==> config.mk <==
export PLATFORM = sky130hd
export DESIGN_NAME = periodic_timer_multiplexer_core
export DESIGN_NICKNAME = d
export VERILOG_FILES = /design/src/sv/ptm_pkg.sv /design/src/sv/ptm_ram.sv /design/src/sv/ptm_seq.sv /design/src/sv/ptm_dp.sv /design/src/sv/periodic_timer_multiplexer_core.sv
export SDC_FILE = /design/constraint.sdc
export NUM_CORES = 2
export LEC_CHECK = 0
export BUFFER_PORTS_ARGS = -buffer_cell sky130_fd_sc_hd__buf_2
export CAP_MARGIN = 40
export CORE_MARGIN = 1
export CORE_UTILIZATION = 50
export CTS_BUF_LIST = sky130_fd_sc_hd__clkbuf_2 sky130_fd_sc_hd__clkbuf_4 sky130_fd_sc_hd__clkbuf_8
export CTS_CLUSTER_DIAMETER = 200
export DETAILED_ROUTE_END_ITERATION = 12
export GPL_TIMING_DRIVEN = 0
export HOLD_SLACK_MARGIN = 0.03
export PLACE_DENSITY = 0.66
export SETUP_SLACK_MARGIN = 0.02
export SYNTH_ARGS = -nofsm -noshare
export SYNTH_HDL_FRONTEND = slang
export SYNTH_HIERARCHICAL = 1
export SYNTH_SLANG_ARGS = --single-unit
==> constraint.sdc <==
create_clock -name clk -period 10.27 [get_ports clk]
set_clock_uncertainty 0.2 [all_clocks]
set_input_delay 2.054 -clock clk [delete_from_list [all_inputs] [get_ports clk]]
set_output_delay 2.054 -clock clk [all_outputs]
set_load 0.02 [all_outputs]
==> src/sv/ptm_pkg.sv <==
`timescale 1ns / 1ps
// ============================================================================
// ptm_pkg
// Shared types, constants and the control program of the periodic timer
// multiplexer.
// ============================================================================
package ptm_pkg;

    localparam int NUM_TIMERS = 16;
    localparam int TIME_BITS  = 32;
    localparam int IDX_W      = (NUM_TIMERS > 1) ? $clog2(NUM_TIMERS) : 1;
    localparam int CNT_W      = $clog2(NUM_TIMERS + 1);
    localparam int ID_W       = 32;
    localparam int FIELD_W    = 32;
    localparam int PC_W       = 4;

    typedef enum logic [1:0] {
        REQ_ADD  = 2'd0,
        REQ_DEL  = 2'd1,
        REQ_TICK = 2'd2
    } req_code_t;

    typedef enum logic [2:0] {
        KIND_FIRED    = 3'd0,
        KIND_ADDED    = 3'd1,
        KIND_REMOVED  = 3'd2,
        KIND_FULL     = 3'd3,
        KIND_NOTFOUND = 3'd4,
        KIND_TICKDONE = 3'd5
    } kind_t;

    typedef struct packed {
        logic [1:0]  req_type;
        logic [31:0] now_ms;
        logic [31:0] period_ms;
        logic [31:0] target_id;
    } req_t;

    typedef struct packed {
        logic [2:0]  result_kind;
        logic [31:0] timer_id;
        logic [31:0] next_delta_ms;
        logic        delta_valid;
        logic        last_result;
    } rsp_t;

    typedef enum logic [3:0] {
        OP_NOP      = 4'd0,
        OP_FETCH    = 4'd1,
        OP_ADD      = 4'd2,
        OP_DEL_SCAN = 4'd3,
        OP_DEL_END  = 4'd4,
        OP_EXP_SCAN = 4'd5,
        OP_SEL_SCAN = 4'd6,
        OP_FIRE     = 4'd7,
        OP_MIN_SCAN = 4'd8,
        OP_FINAL    = 4'd9
    } op_t;

    typedef enum logic [1:0] {
        WAIT_NONE = 2'd0,
        WAIT_IN   = 2'd1,
        WAIT_SCAN = 2'd2,
        WAIT_OUT  = 2'd3
    } wait_t;

    typedef enum logic [1:0] {
        BR_NEXT      = 2'd0,
        BR_ALWAYS    = 2'd1,
        BR_PEND_NONE = 2'd2,
        BR_DISPATCH  = 2'd3
    } br_t;

    typedef logic [PC_W-1:0] pc_t;

    localparam pc_t STEP_FETCH = 4'd0;
    localparam pc_t STEP_ADD   = 4'd1;
    localparam pc_t STEP_DSCAN = 4'd2;
    localparam pc_t STEP_DEND  = 4'd3;
    localparam pc_t STEP_ESCAN = 4'd4;
    localparam pc_t STEP_SELT  = 4'd5;
    localparam pc_t STEP_SSCAN = 4'd6;
    localparam pc_t STEP_FIRE  = 4'd7;
    localparam pc_t STEP_MIN   = 4'd8;
    localparam pc_t STEP_FINAL = 4'd9;

    typedef struct packed {
        op_t   op;
        wait_t wt;
        br_t   br;
        pc_t   target;
    } ctl_t;

    typedef struct packed {
        logic scan_done;
        logic pend_none;
    } dp_stat_t;

    // control store: one word per step
    function automatic ctl_t prog_rom(input pc_t pc);
        ctl_t w;
        case (pc)
            STEP_FETCH: w = '{OP_FETCH,    WAIT_IN,   BR_DISPATCH,  STEP_FETCH};
            STEP_ADD:   w = '{OP_ADD,      WAIT_NONE, BR_ALWAYS,    STEP_MIN};
            STEP_DSCAN: w = '{OP_DEL_SCAN, WAIT_SCAN, BR_NEXT,      STEP_FETCH};
            STEP_DEND:  w = '{OP_DEL_END,  WAIT_NONE, BR_ALWAYS,    STEP_MIN};
            STEP_ESCAN: w = '{OP_EXP_SCAN, WAIT_SCAN, BR_NEXT,      STEP_FETCH};
            STEP_SELT:  w = '{OP_NOP,      WAIT_NONE, BR_PEND_NONE, STEP_MIN};
            STEP_SSCAN: w = '{OP_SEL_SCAN, WAIT_SCAN, BR_NEXT,      STEP_FETCH};
            STEP_FIRE:  w = '{OP_FIRE,     WAIT_OUT,  BR_ALWAYS,    STEP_SELT};
            STEP_MIN:   w = '{OP_MIN_SCAN, WAIT_SCAN, BR_NEXT,      STEP_FETCH};
            STEP_FINAL: w = '{OP_FINAL,    WAIT_OUT,  BR_ALWAYS,    STEP_FETCH};
            default:    w = '{OP_NOP,      WAIT_NONE, BR_ALWAYS,    STEP_FETCH};
        endcase
        return w;
    endfunction

    function automatic pc_t dispatch_pc(input logic [1:0] code);
        pc_t p;
        case (req_code_t'(code))
            REQ_ADD:  p = STEP_ADD;
            REQ_DEL:  p = STEP_DSCAN;
            REQ_TICK: p = STEP_ESCAN;
            default:  p = STEP_FETCH;
        endcase
        return p;
    endfunction

endpackage

==> src/sv/ptm_ram.sv <==
`timescale 1ns / 1ps
// ============================================================================
// ptm_ram
// Generic single write port, single read port RAM with registered read.
// ============================================================================
module ptm_ram #(
    parameter int WIDTH = 32,
    parameter int DEPTH = 16
) (
    input  logic                                          clk,
    input  logic                                          we,
    input  logic [((DEPTH > 1) ? $clog2(DEPTH) : 1)-1:0] waddr,
    input  logic [WIDTH-1:0]                              wdata,
    input  logic [((DEPTH > 1) ? $clog2(DEPTH) : 1)-1:0] raddr,
    output logic [WIDTH-1:0]                              rdata
);

    logic [WIDTH-1:0] mem [DEPTH];

    always_ff @(posedge clk)
    begin
        if (we)
        begin
            mem[waddr] <= wdata;
        end
        rdata <= mem[raddr];
    end

endmodule

==> src/sv/ptm_seq.sv <==
`timescale 1ns / 1ps
// ============================================================================
// ptm_seq
// Step counter and control store; holds on wait conditions, branches on
// request type and pending status.
// ============================================================================
module ptm_seq (
    input  logic              clk,
    input  logic              rst_n,
    input  ptm_pkg::dp_stat_t stat,
    input  logic              req_valid,
    input  logic [1:0]        req_type,
    input  logic              out_free,
    output ptm_pkg::ctl_t     ctl
);

    ptm_pkg::pc_t pc_reg;
    ptm_pkg::pc_t pc_next;
    logic         hold;

    assign ctl = ptm_pkg::prog_rom(pc_reg);

    always_comb
    begin
        case (ctl.wt)
            ptm_pkg::WAIT_IN:   hold = !req_valid;
            ptm_pkg::WAIT_SCAN: hold = !stat.scan_done;
            ptm_pkg::WAIT_OUT:  hold = !out_free;
            default:            hold = 1'b0;
        endcase
    end

    always_comb
    begin
        if (hold)
        begin
            pc_next = pc_reg;
        end
        else
        begin
            case (ctl.br)
                ptm_pkg::BR_NEXT:      pc_next = pc_reg + ptm_pkg::pc_t'(1);
                ptm_pkg::BR_ALWAYS:    pc_next = ctl.target;
                ptm_pkg::BR_PEND_NONE:
                    pc_next = stat.pend_none ? ctl.target : pc_reg + ptm_pkg::pc_t'(1);
                ptm_pkg::BR_DISPATCH:  pc_next = ptm_pkg::dispatch_pc(req_type);
                default:               pc_next = ptm_pkg::STEP_FETCH;
            endcase
        end
    end

    always_ff @(posedge clk or negedge rst_n)
    begin
        if (!rst_n)
        begin
            pc_reg <= ptm_pkg::STEP_FETCH;
        end
        else
        begin
            pc_reg <= pc_next;
        end
    end

endmodule

==> src/sv/ptm_dp.sv <==
`timescale 1ns / 1ps
// ============================================================================
// ptm_dp
// Timer table datapath: slot RAMs, live and pending bits, scan counter and
// the accumulators driven by the control word.
// ============================================================================
module ptm_dp (
    input  logic              clk,
    input  logic              rst_n,
    input  ptm_pkg::ctl_t     ctl,
    input  logic              req_valid,
    input  ptm_pkg::req_t     req,
    input  logic              out_free,
    output ptm_pkg::dp_stat_t stat,
    output logic              emit,
    output ptm_pkg::rsp_t     emit_rsp
);

    localparam int NT = ptm_pkg::NUM_TIMERS;
    localparam int TB = ptm_pkg::TIME_BITS;
    localparam int IW = ptm_pkg::IDX_W;
    localparam int CW = ptm_pkg::CNT_W;
    localparam int DW = ptm_pkg::ID_W;
    localparam int FW = ptm_pkg::FIELD_W;

    ptm_pkg::req_t  req_reg,        req_next;
    logic [NT-1:0]  live_reg,       live_next;
    logic [NT-1:0]  pend_reg,       pend_next;
    logic [DW-1:0]  next_id_reg,    next_id_next;
    logic [CW-1:0]  scan_reg,       scan_next;
    logic           rd_vld_reg,     rd_vld_next;
    logic [IW-1:0]  rd_idx_reg,     rd_idx_next;
    ptm_pkg::kind_t kind_reg,       kind_next;
    logic [DW-1:0]  id_reg,         id_next;
    logic           hit_reg,        hit_next;
    logic [IW-1:0]  hit_idx_reg,    hit_idx_next;
    logic           best_found_reg, best_found_next;
    logic [DW-1:0]  best_id_reg,    best_id_next;
    logic [IW-1:0]  best_idx_reg,   best_idx_next;
    logic           any_reg,        any_next;
    logic [TB-1:0]  min_reg,        min_next;

    logic          we_id, we_per, we_last;
    logic [IW-1:0] waddr;
    logic [DW-1:0] id_rd;
    logic [TB-1:0] per_rd, last_rd;
    logic [TB-1:0] now_t, per_t, per_wr;
    logic [TB-1:0] elapsed, togo;
    logic          expired, rd_live, rd_pend;
    logic          scanning, scan_done, scan_first;
    logic          free_any;
    logic [IW-1:0] free_idx;

    assign now_t   = req_reg.now_ms[TB-1:0];
    assign per_t   = req_reg.period_ms[TB-1:0];
    assign per_wr  = (per_t == '0) ? TB'(1) : per_t;
    assign elapsed = now_t - last_rd;
    assign expired = elapsed >= per_rd;
    assign togo    = per_rd - elapsed;
    assign rd_live = live_reg[rd_idx_reg];
    assign rd_pend = pend_reg[rd_idx_reg];

    assign scanning   = ctl.op inside {ptm_pkg::OP_DEL_SCAN, ptm_pkg::OP_EXP_SCAN,
                                       ptm_pkg::OP_SEL_SCAN, ptm_pkg::OP_MIN_SCAN};
    assign scan_done  = scan_reg == CW'(NT);
    assign scan_first = scan_reg == '0;

    assign stat.scan_done = scan_done;
    assign stat.pend_none = ~|pend_reg;

    // lowest free slot
    always_comb
    begin
        free_any = 1'b0;
        free_idx = '0;
        for (int i = NT - 1; i >= 0; i--)
        begin
            if (!live_reg[i])
            begin
                free_any = 1'b1;
                free_idx = IW'(i);
            end
        end
    end

    ptm_ram #(.WIDTH(DW), .DEPTH(NT)) u_id_ram (
        .clk   (clk),
        .we    (we_id),
        .waddr (waddr),
        .wdata (next_id_reg),
        .raddr (scan_reg[IW-1:0]),
        .rdata (id_rd)
    );

    ptm_ram #(.WIDTH(TB), .DEPTH(NT)) u_per_ram (
        .clk   (clk),
        .we    (we_per),
        .waddr (waddr),
        .wdata (per_wr),
        .raddr (scan_reg[IW-1:0]),
        .rdata (per_rd)
    );

    ptm_ram #(.WIDTH(TB), .DEPTH(NT)) u_last_ram (
        .clk   (clk),
        .we    (we_last),
        .waddr (waddr),
        .wdata (now_t),
        .raddr (scan_reg[IW-1:0]),
        .rdata (last_rd)
    );

    always_comb
    begin
        req_next        = req_reg;
        live_next       = live_reg;
        pend_next       = pend_reg;
        next_id_next    = next_id_reg;
        kind_next       = kind_reg;
        id_next         = id_reg;
        hit_next        = hit_reg;
        hit_idx_next    = hit_idx_reg;
        best_found_next = best_found_reg;
        best_id_next    = best_id_reg;
        best_idx_next   = best_idx_reg;
        any_next        = any_reg;
        min_next        = min_reg;
        we_id           = 1'b0;
        we_per          = 1'b0;
        we_last         = 1'b0;
        waddr           = best_idx_reg;
        emit            = 1'b0;
        emit_rsp        = '0;

        if (scanning && !scan_done)
        begin
            scan_next   = scan_reg + CW'(1);
            rd_vld_next = 1'b1;
            rd_idx_next = scan_reg[IW-1:0];
        end
        else
        begin
            scan_next   = '0;
            rd_vld_next = 1'b0;
            rd_idx_next = rd_idx_reg;
        end

        case (ctl.op)
            ptm_pkg::OP_FETCH:
            begin
                if (req_valid)
                begin
                    req_next  = req;
                    kind_next = ptm_pkg::KIND_TICKDONE;
                    id_next   = '0;
                end
            end
            ptm_pkg::OP_ADD:
            begin
                if (free_any)
                begin
                    live_next[free_idx] = 1'b1;
                    waddr        = free_idx;
                    we_id        = 1'b1;
                    we_per       = 1'b1;
                    we_last      = 1'b1;
                    kind_next    = ptm_pkg::KIND_ADDED;
                    id_next      = next_id_reg;
                    next_id_next = next_id_reg + DW'(1);
                end
                else
                begin
                    kind_next = ptm_pkg::KIND_FULL;
                    id_next   = '0;
                end
            end
            ptm_pkg::OP_DEL_SCAN:
            begin
                if (scan_first)
                begin
                    hit_next = 1'b0;
                end
                else if (rd_vld_reg && rd_live && !hit_reg && id_rd == req_reg.target_id)
                begin
                    hit_next     = 1'b1;
                    hit_idx_next = rd_idx_reg;
                end
            end
            ptm_pkg::OP_DEL_END:
            begin
                if (hit_reg)
                begin
                    live_next[hit_idx_reg] = 1'b0;
                    kind_next = ptm_pkg::KIND_REMOVED;
                    id_next   = req_reg.target_id;
                end
                else
                begin
                    kind_next = ptm_pkg::KIND_NOTFOUND;
                    id_next   = '0;
                end
            end
            ptm_pkg::OP_EXP_SCAN:
            begin
                if (scan_first)
                begin
                    pend_next = '0;
                end
                else if (rd_vld_reg && rd_live && expired)
                begin
                    pend_next[rd_idx_reg] = 1'b1;
                end
            end
            ptm_pkg::OP_SEL_SCAN:
            begin
                if (scan_first)
                begin
                    best_found_next = 1'b0;
                end
                else if (rd_vld_reg && rd_pend && (!best_found_reg || id_rd < best_id_reg))
                begin
                    best_found_next = 1'b1;
                    best_id_next    = id_rd;
                    best_idx_next   = rd_idx_reg;
                end
            end
            ptm_pkg::OP_FIRE:
            begin
                if (out_free)
                begin
                    we_last                 = 1'b1;
                    pend_next[best_idx_reg] = 1'b0;
                    emit                    = 1'b1;
                    emit_rsp.result_kind    = ptm_pkg::KIND_FIRED;
                    emit_rsp.timer_id       = best_id_reg;
                end
            end
            ptm_pkg::OP_MIN_SCAN:
            begin
                if (scan_first)
                begin
                    any_next = 1'b0;
                end
                else if (rd_vld_reg && rd_live && (!any_reg || togo < min_reg))
                begin
                    any_next = 1'b1;
                    min_next = togo;
                end
            end
            ptm_pkg::OP_FINAL:
            begin
                if (out_free)
                begin
                    emit                   = 1'b1;
                    emit_rsp.result_kind   = kind_reg;
                    emit_rsp.timer_id      = id_reg;
                    emit_rsp.next_delta_ms = any_reg ? FW'(min_reg) : '0;
                    emit_rsp.delta_valid   = any_reg;
                    emit_rsp.last_result   = 1'b1;
                end
            end
            default:
            begin
            end
        endcase
    end

    always_ff @(posedge clk or negedge rst_n)
    begin
        if (!rst_n)
        begin
            live_reg       <= '0;
            pend_reg       <= '0;
            next_id_reg    <= DW'(1);
            scan_reg       <= '0;
            rd_vld_reg     <= 1'b0;
            hit_reg        <= 1'b0;
            best_found_reg <= 1'b0;
            any_reg        <= 1'b0;
            kind_reg       <= ptm_pkg::KIND_TICKDONE;
        end
        else
        begin
            live_reg       <= live_next;
            pend_reg       <= pend_next;
            next_id_reg    <= next_id_next;
            scan_reg       <= scan_next;
            rd_vld_reg     <= rd_vld_next;
            hit_reg        <= hit_next;
            best_found_reg <= best_found_next;
            any_reg        <= any_next;
            kind_reg       <= kind_next;
        end
    end

    always_ff @(posedge clk)
    begin
        req_reg      <= req_next;
        rd_idx_reg   <= rd_idx_next;
        id_reg       <= id_next;
        hit_idx_reg  <= hit_idx_next;
        best_id_reg  <= best_id_next;
        best_idx_reg <= best_idx_next;
        min_reg      <= min_next;
    end

endmodule

==> src/sv/periodic_timer_multiplexer_core.sv <==
`timescale 1ns / 1ps
// ============================================================================
// periodic_timer_multiplexer_core
// Table of periodic timers with add, delete and tick requests.
// ============================================================================
// Request channel req_valid / req_stall / req: one beat is an add, delete or
// tick request; request code 3 is dropped without a result.
// Response channel rsp_valid / rsp_stall / rsp: one beat per result; the last
// beat of a request carries last_result.
// A microcoded sequencer walks the slot RAMs one entry per cycle; the scans
// set the pace. Per request:
//   add    : one scan for the minimum remaining time
//   delete : search scan plus minimum scan
//   tick   : expiry scan, one id selection scan per fired timer, minimum
//            scan
// Results leave through an output register; the next request is taken while
// the final result of the previous one still waits there.
// A stalled response holds its beat and halts the sequencer at the next
// result it wants to send.
// Reset clears all timers and restarts ids at 1; no clearing pass is needed.
// ============================================================================
module periodic_timer_multiplexer_core (
    input  logic          clk,
    input  logic          rst_n,
    input  logic          req_valid,
    output logic          req_stall,
    input  ptm_pkg::req_t req,
    output logic          rsp_valid,
    input  logic          rsp_stall,
    output ptm_pkg::rsp_t rsp
);

    ptm_pkg::ctl_t     ctl;
    ptm_pkg::dp_stat_t stat;
    logic              emit;
    ptm_pkg::rsp_t     emit_rsp;
    logic              out_free;
    logic              rsp_valid_reg, rsp_valid_next;
    ptm_pkg::rsp_t     rsp_reg,       rsp_next;

    assign out_free  = !rsp_valid_reg || !rsp_stall;
    assign req_stall = ctl.op != ptm_pkg::OP_FETCH;
    assign rsp_valid = rsp_valid_reg;
    assign rsp       = rsp_reg;

    ptm_seq u_seq (
        .clk       (clk),
        .rst_n     (rst_n),
        .stat      (stat),
        .req_valid (req_valid),
        .req_type  (req.req_type),
        .out_free  (out_free),
        .ctl       (ctl)
    );

    ptm_dp u_dp (
        .clk       (clk),
        .rst_n     (rst_n),
        .ctl       (ctl),
        .req_valid (req_valid),
        .req       (req),
        .out_free  (out_free),
        .stat      (stat),
        .emit      (emit),
        .emit_rsp  (emit_rsp)
    );

    always_comb
    begin
        rsp_valid_next = rsp_valid_reg;
        rsp_next       = rsp_reg;
        if (emit)
        begin
            rsp_valid_next = 1'b1;
            rsp_next       = emit_rsp;
        end
        else if (!rsp_stall)
        begin
            rsp_valid_next = 1'b0;
        end
    end

    always_ff @(posedge clk or negedge rst_n)
    begin
        if (!rst_n)
        begin
            rsp_valid_reg <= 1'b0;
        end
        else
        begin
            rsp_valid_reg <= rsp_valid_next;
        end
    end

    always_ff @(posedge clk)
    begin
        rsp_reg <= rsp_next;
    end

endmodule

* Word level (Yosys, flattened, before mapping)
Memory sizes are Yosys's and may differ from the RTL's. A register that Yosys moved wholly into a read port is not among the register bits.
Cells that the tools add are included.
** Word-level totals
- Memories kept :: 4
- Bits in read-only memories :: 176
- Flip-flop bits (word level) :: 354
- Output and inout port bits :: 71
- Memory bits (writable) :: 1536
- Input bits :: 102
- Word-level logic and storage cells :: 216
** Memories
- u_dp.u_id_ram.mem :: depth 16, width 32, rd ports 1, clocked after Yosys merged registers in 1, write ports 1, RTL line ptm_ram.sv:18 : logic [WIDTH-1:0] mem [DEPTH];
- u_dp.u_last_ram.mem :: depth 16, width 32, rd ports 1, clocked after Yosys merged registers in 1, write ports 1, RTL line ptm_ram.sv:18
- u_dp.u_per_ram.mem :: depth 16, width 32, rd ports 1, clocked after Yosys merged registers in 1, write ports 1, RTL line ptm_ram.sv:18
- (no name shown) :: depth 16, width 11, rd ports 1, clocked after Yosys merged registers in 0, write ports 0, RTL line ptm_pkg.sv:102 : case (pc)
** Cells by class
- Bitwise logic cells :: 7
- $lt $le $gt $ge :: 11
- Eq/ne operators :: 26
- Mux-type cells :: 89
- Reduce and logical (&&, ||, !) cells :: 49
- Add/subtract/negate cells :: 5
** Operators with widths (count)
- 32-bit 2-to-1 mux :: 6
- 32-bit case mux with 3 select lines :: 1
- 16-bit 2-to-1 mux :: 5
- 4-bit 2-to-1 mux :: 19
- 35-bit case mux with 2 select lines :: 1
- 69-bit 2-to-1 mux :: 1
- 32-bit < comparator :: 2
- 16-bit case mux with 2 select lines :: 2
- 32-bit subtractor :: 2
- 1-bit 2-to-1 mux :: 39
- 32-bit by 1-bit adder with 32-bit output, second input constant :: 1
- 16-bit AND :: 2
- 32-bit equality test :: 1
- 32-bit greater-or-equal comparator :: 1
- 32-bit zero test :: 1
- 16-bit inverter :: 2
- 16-bit bitwise OR :: 2
- 4-bit by 5-bit < comparator with 1-bit output, second input constant :: 4
- 3-bit case mux with 3 select lines :: 2
- 3-bit AND reduction :: 6
- 1-bit demux with 4-bit select :: 4
- 4-bit by 3-bit equality test with 1-bit output, second input constant :: 4
- 4-bit by 1-bit greater-or-equal comparator with 1-bit output, second input constant :: 4
- 4-bit case mux with 4 select lines :: 1
- other kinds (30) :: 74

* Longest topological paths before layout
- Depth after elaboration :: 23
- Gate-level depth with buffers :: 28
- Mapped depth without buffers :: 28

* Modules after synthesis
Netlist, hierarchy kept.
** Modules (own cells, without submodules)
- ptm_ram (u_dp.u_per_ram) :: area an instance 19854.0 um^2, cells each 838, sequential area each 16015.4 um^2, times used 1
- ptm_ram (u_dp.u_id_ram) :: area an instance 19836.5 um^2, cells each 838, sequential area each 16015.4 um^2, times used 1
- ptm_ram (u_dp.u_last_ram) :: area an instance 19835.3 um^2, cells each 838, sequential area each 16015.4 um^2, times used 1
- ptm_dp :: area an instance 16694.8 um^2, cells each 1554, sequential area each 8031.5 um^2, times used 1
- periodic_timer_multiplexer_core :: area an instance 2118.3 um^2, cells each 73, sequential area each 2097.0 um^2, times used 1
- ptm_seq :: area an instance 760.7 um^2, cells each 94, sequential area each 100.1 um^2, times used 1

* Worst setup path before layout
Ideal clock, no wire load.
- Path type :: input -> register
- Start :: in req_valid
- End :: reg u_dp.req_reg, in the netlist u_dp/now_t[0] (enable)
- Required time :: 9.402 ns
- Path buffers :: 0
- Stages :: 2
- Setup time :: 0.668 ns
- Arrival time :: 8.602 ns
- Path slack :: 0.800 ns
- Cells stage by stage :: nand2_1 > nor3_1
** On the way
- Longest elaborated chain between the ends :: 1
** Ends and longest elaborated chain
- from (decl) :: RTL line periodic_timer_multiplexer_core.sv:25 : input logic req_valid,
- 2-bit AND reduction (no source line)
- to (signal assigned) :: RTL line ptm_dp.sv:298 : req_reg <= req_next;
- to (decl) :: RTL line ptm_dp.sv:26 : ptm_pkg::req_t req_reg, req_next;
No other way between the ends.
A chain may end at the register's enable or synchronous reset.

* Final worst setup path
- Start :: reg u_dp.req_reg, in the netlist u_dp/now_t[1]
- End :: reg u_dp.min_reg[2] (enable)
** On the way
- Longest elaborated chain between the ends :: 6
** Ends and longest elaborated chain
- 32-bit subtractor :: RTL line ptm_dp.sv:57 : assign elapsed = now_t - last_rd;
- 32-bit subtractor :: RTL line ptm_dp.sv:59 : assign togo = per_rd - elapsed;
- net u_dp.togo[25] :: RTL line ptm_dp.sv:48 : logic [TB-1:0] elapsed, togo;
- 32-bit < comparator :: RTL line ptm_dp.sv:244 : else if (rd_vld_reg && rd_live && (!any_reg || togo < min_reg))
- 1-bit logical OR :: RTL line ptm_dp.sv:244
- 1-bit logical AND :: RTL line ptm_dp.sv:244
- 3-bit AND reduction (no source line)
- to (signal assigned) :: RTL line ptm_dp.sv:304 : min_reg <= min_next;
- to (decl) :: RTL line ptm_dp.sv:41 : logic [TB-1:0] min_reg, min_next;
The timed path passes the listed nets, and every way through them passes these cells.

==> results.md <==
* Maximum fanout encountered on the critical timing path at 19
* Average cell area after synthesis at 18.7 um^2
* Capturing element type of the critical path: flop
* CTS tree: yes
* Critical Path Start Type: flop
* Footprint of the multi-input gates at 19700 um^2
* Largest buffer count on any clock path at 4
* Total global-route track usage at 0.246
* Cell occurring most often along the worst timing path: sky130_fd_sc_hd__a21o_1
* Cell at the root of the clock tree: sky130_fd_sc_hd__clkbuf_8
* Sequential Area at 58300 um^2
* Synth warnings at 6
* Critical path data required time at 10780 ps
* Max VDD drop at 0.196 mV
* Width of the die at 400 um
* Top-level port count at 173
* Global route overflow at 0
* Clock buffer count from CTS at 334
* Final GP Congestion at 0.881
* Biggest registers after layout: u_dp/u_id_ram/mem (512), u_dp/u_last_ram/mem (512), u_dp/u_per_ram/mem (512)
* Max Clk Rate at 123 MHz
* First-pass GRT wire length at 284000 um
* Transition time at the pin with the least slew margin at 936 ps
* Number of I/O port buffers at 172
* Core area at 157000 um^2
* Max-cap viol count at 0
* Vias per cell at 6.03
* Clock transition at the registers of the reported paths at 60 ps
* Crit path kind: reg -> reg
* Fin. Hold Viols at 0
* Net count after synthesis at 4466
* Clock insertion delay at the later pin of the skew report at 1030 ps
* Synthesized cell area at 79100 um^2
* Number of nets with antenna violations after detailed routing at 0
* Total negative slack at 0 ps
* Count of filler cells inserted in the layout at 11500
* Post-CTS Setup Inserts at 0
* Number of detailed-routing iterations run before antenna repair at 5
* Detailed-placement wirelength estimate at 132000 um
* Starting density of the core at 0.505
* Initial DRC count at 4535
* Maximum number of pins on one net before global-route repair at 63
* Synthesis-to-finish area growth at 15.4%
* Setup violators final at 0
* Per-cell routed wire length at 27.2 um
* Largest stage delay on the critical path at 750 ps
* Quantity of hold-fixing buffers added after cts at 0
* Number of global-route vias before repair at 43000
* Synthesized netlist cell count at 4227
* Total DRC errors in the routed layout at 0
* Worst rel slew slack at 0.376
* Number of H-tree levels at 5
* Crit path DAT at 8670 ps
* Worst hold margin at 267 ps
* Hold Path Class: reg -> reg
* Die height at 400 um
* Slew Limit Fails at 0
* Part of the cycle the worst path needs at 0.795
* Critical Path Slowest Stage Cell: sky130_fd_sc_hd__edfxtp_1
* Final routed wirelength across all metal layers at 195000 um
* Post-route minimum period at 8160 ps
* Number of vias in the routed layout at 43200
* Die Area at 160000 um^2
* Outcome: completed
* Unrepaired setup endpoints after global routing: false
* Total power density per cell area at 282 nW/um^2
* Placement row count at 145
* Total leakage power at 31.3 nW
* Cts repair resizes at 0
* Antenna violations before repair at 10
* Proportion of layout cells with a drive suffix above 1 at 0.269
* Nets@finish at 5104
* Clk sinks at 1986
## final cells by class
| cell class | count | area share |
|---|---|---|
| Antenna cell | 2 | 0.0000549 |
| Buffer | 211 | 0.0106 |
| Timing Repair Buffer | 302 | 0.0290 |
| Multi-Input combinational cell | 1887 | 0.215 |
| Clock buffer | 472 | 0.0638 |
| Tap cell | 2058 | 0.0282 |
| Sequential cell | 1986 | 0.639 |
| Clock inverter | 107 | 0.00800 |
| Inverter | 143 | 0.00589 |
## placed cells by master, fill, tap and decap left out, types with 96 or more instances in the layout
cell and n:
sky130_fd_sc_hd__edfxtp_1 1809, sky130_fd_sc_hd__mux4_2 394, sky130_fd_sc_hd__clkbuf_8 364, sky130_fd_sc_hd__a22oi_1 195
sky130_fd_sc_hd__buf_2 193, sky130_fd_sc_hd__nand2_1 184, sky130_fd_sc_hd__inv_1 141, sky130_fd_sc_hd__ha_1 135
sky130_fd_sc_hd__clkbuf_1 124, sky130_fd_sc_hd__clkbuf_4 108, sky130_fd_sc_hd__a21oi_1 98, sky130_fd_sc_hd__dfxtp_1 96
## final timing paths
kind / start / endpoint / slack (ps) / cells past startpoint
worst max-delay path: u_dp/now_t[1]$_DFFE_PP_ / u_dp/min_reg[2]$_DFFE_PP_ / 2110 / 28
worst min register to register: u_dp/u_id_ram/rdata[21]$_DFF_P_ / u_dp/best_id_reg[21]$_DFFE_PP_ / 270 / 0
worst min-delay path: u_dp/u_id_ram/rdata[21]$_DFF_P_ / u_dp/best_id_reg[21]$_DFFE_PP_ / 270 / 0
max in group asynchronous: rst_n / u_dp/kind_reg[2]$_DFFE_PN1P_ / 8350 / 2
min in group asynchronous: rst_n / u_dp/next_id_reg[17]$_DFFE_PN0P_ / 760 / 1
worst max register to register: u_dp/now_t[1]$_DFFE_PP_ / u_dp/min_reg[2]$_DFFE_PP_ / 2110 / 28
## per-stage QoR
stage	total power, mW	cell area (um^2)	cells	setup WS [ps]	utilization
floorplan	16.2	79100	4227	800	-
detailed placement	18.9	84600	6585	2230	0.541
finish	25.7	91200	7168	2110	0.582
global placement	18.6	82500	6457	-5770	0.527
global route	27.0	91200	7168	1590	0.582
CTS	25.8	91200	7164	2220	0.582
## power by group
part / switching [mW] / internal, mW
Combinational: 4.92 / 3.30
Clock: 3.04 / 3.87
Sequential: 0.540 / 10.0
Total: 8.50 / 17.2
## layer usage
layer  vias to the layer above  GRT usage  wire [um]
met5                         -          0          0
met3                       368     0.0567      18200
met1                     22400      0.346      79400
met2                      1995      0.380      91500
li1                      18500          -          -
met4                         0     0.0834       5810
## critical path: cells and delay by family (launching register included)
family | cells | cell delay, ps
AO/OA/AOI/OAI | 17 | 3600
AND/OR/NAND/NOR | 6 | 1740
adder cells (fa/ha/maj) | 3 | 1090
flip-flops | 1 | 750
buffers and inverters | 1 | 240
XOR/XNOR | 1 | 230
No activity file was read; power rests on OpenSTA's default activity.
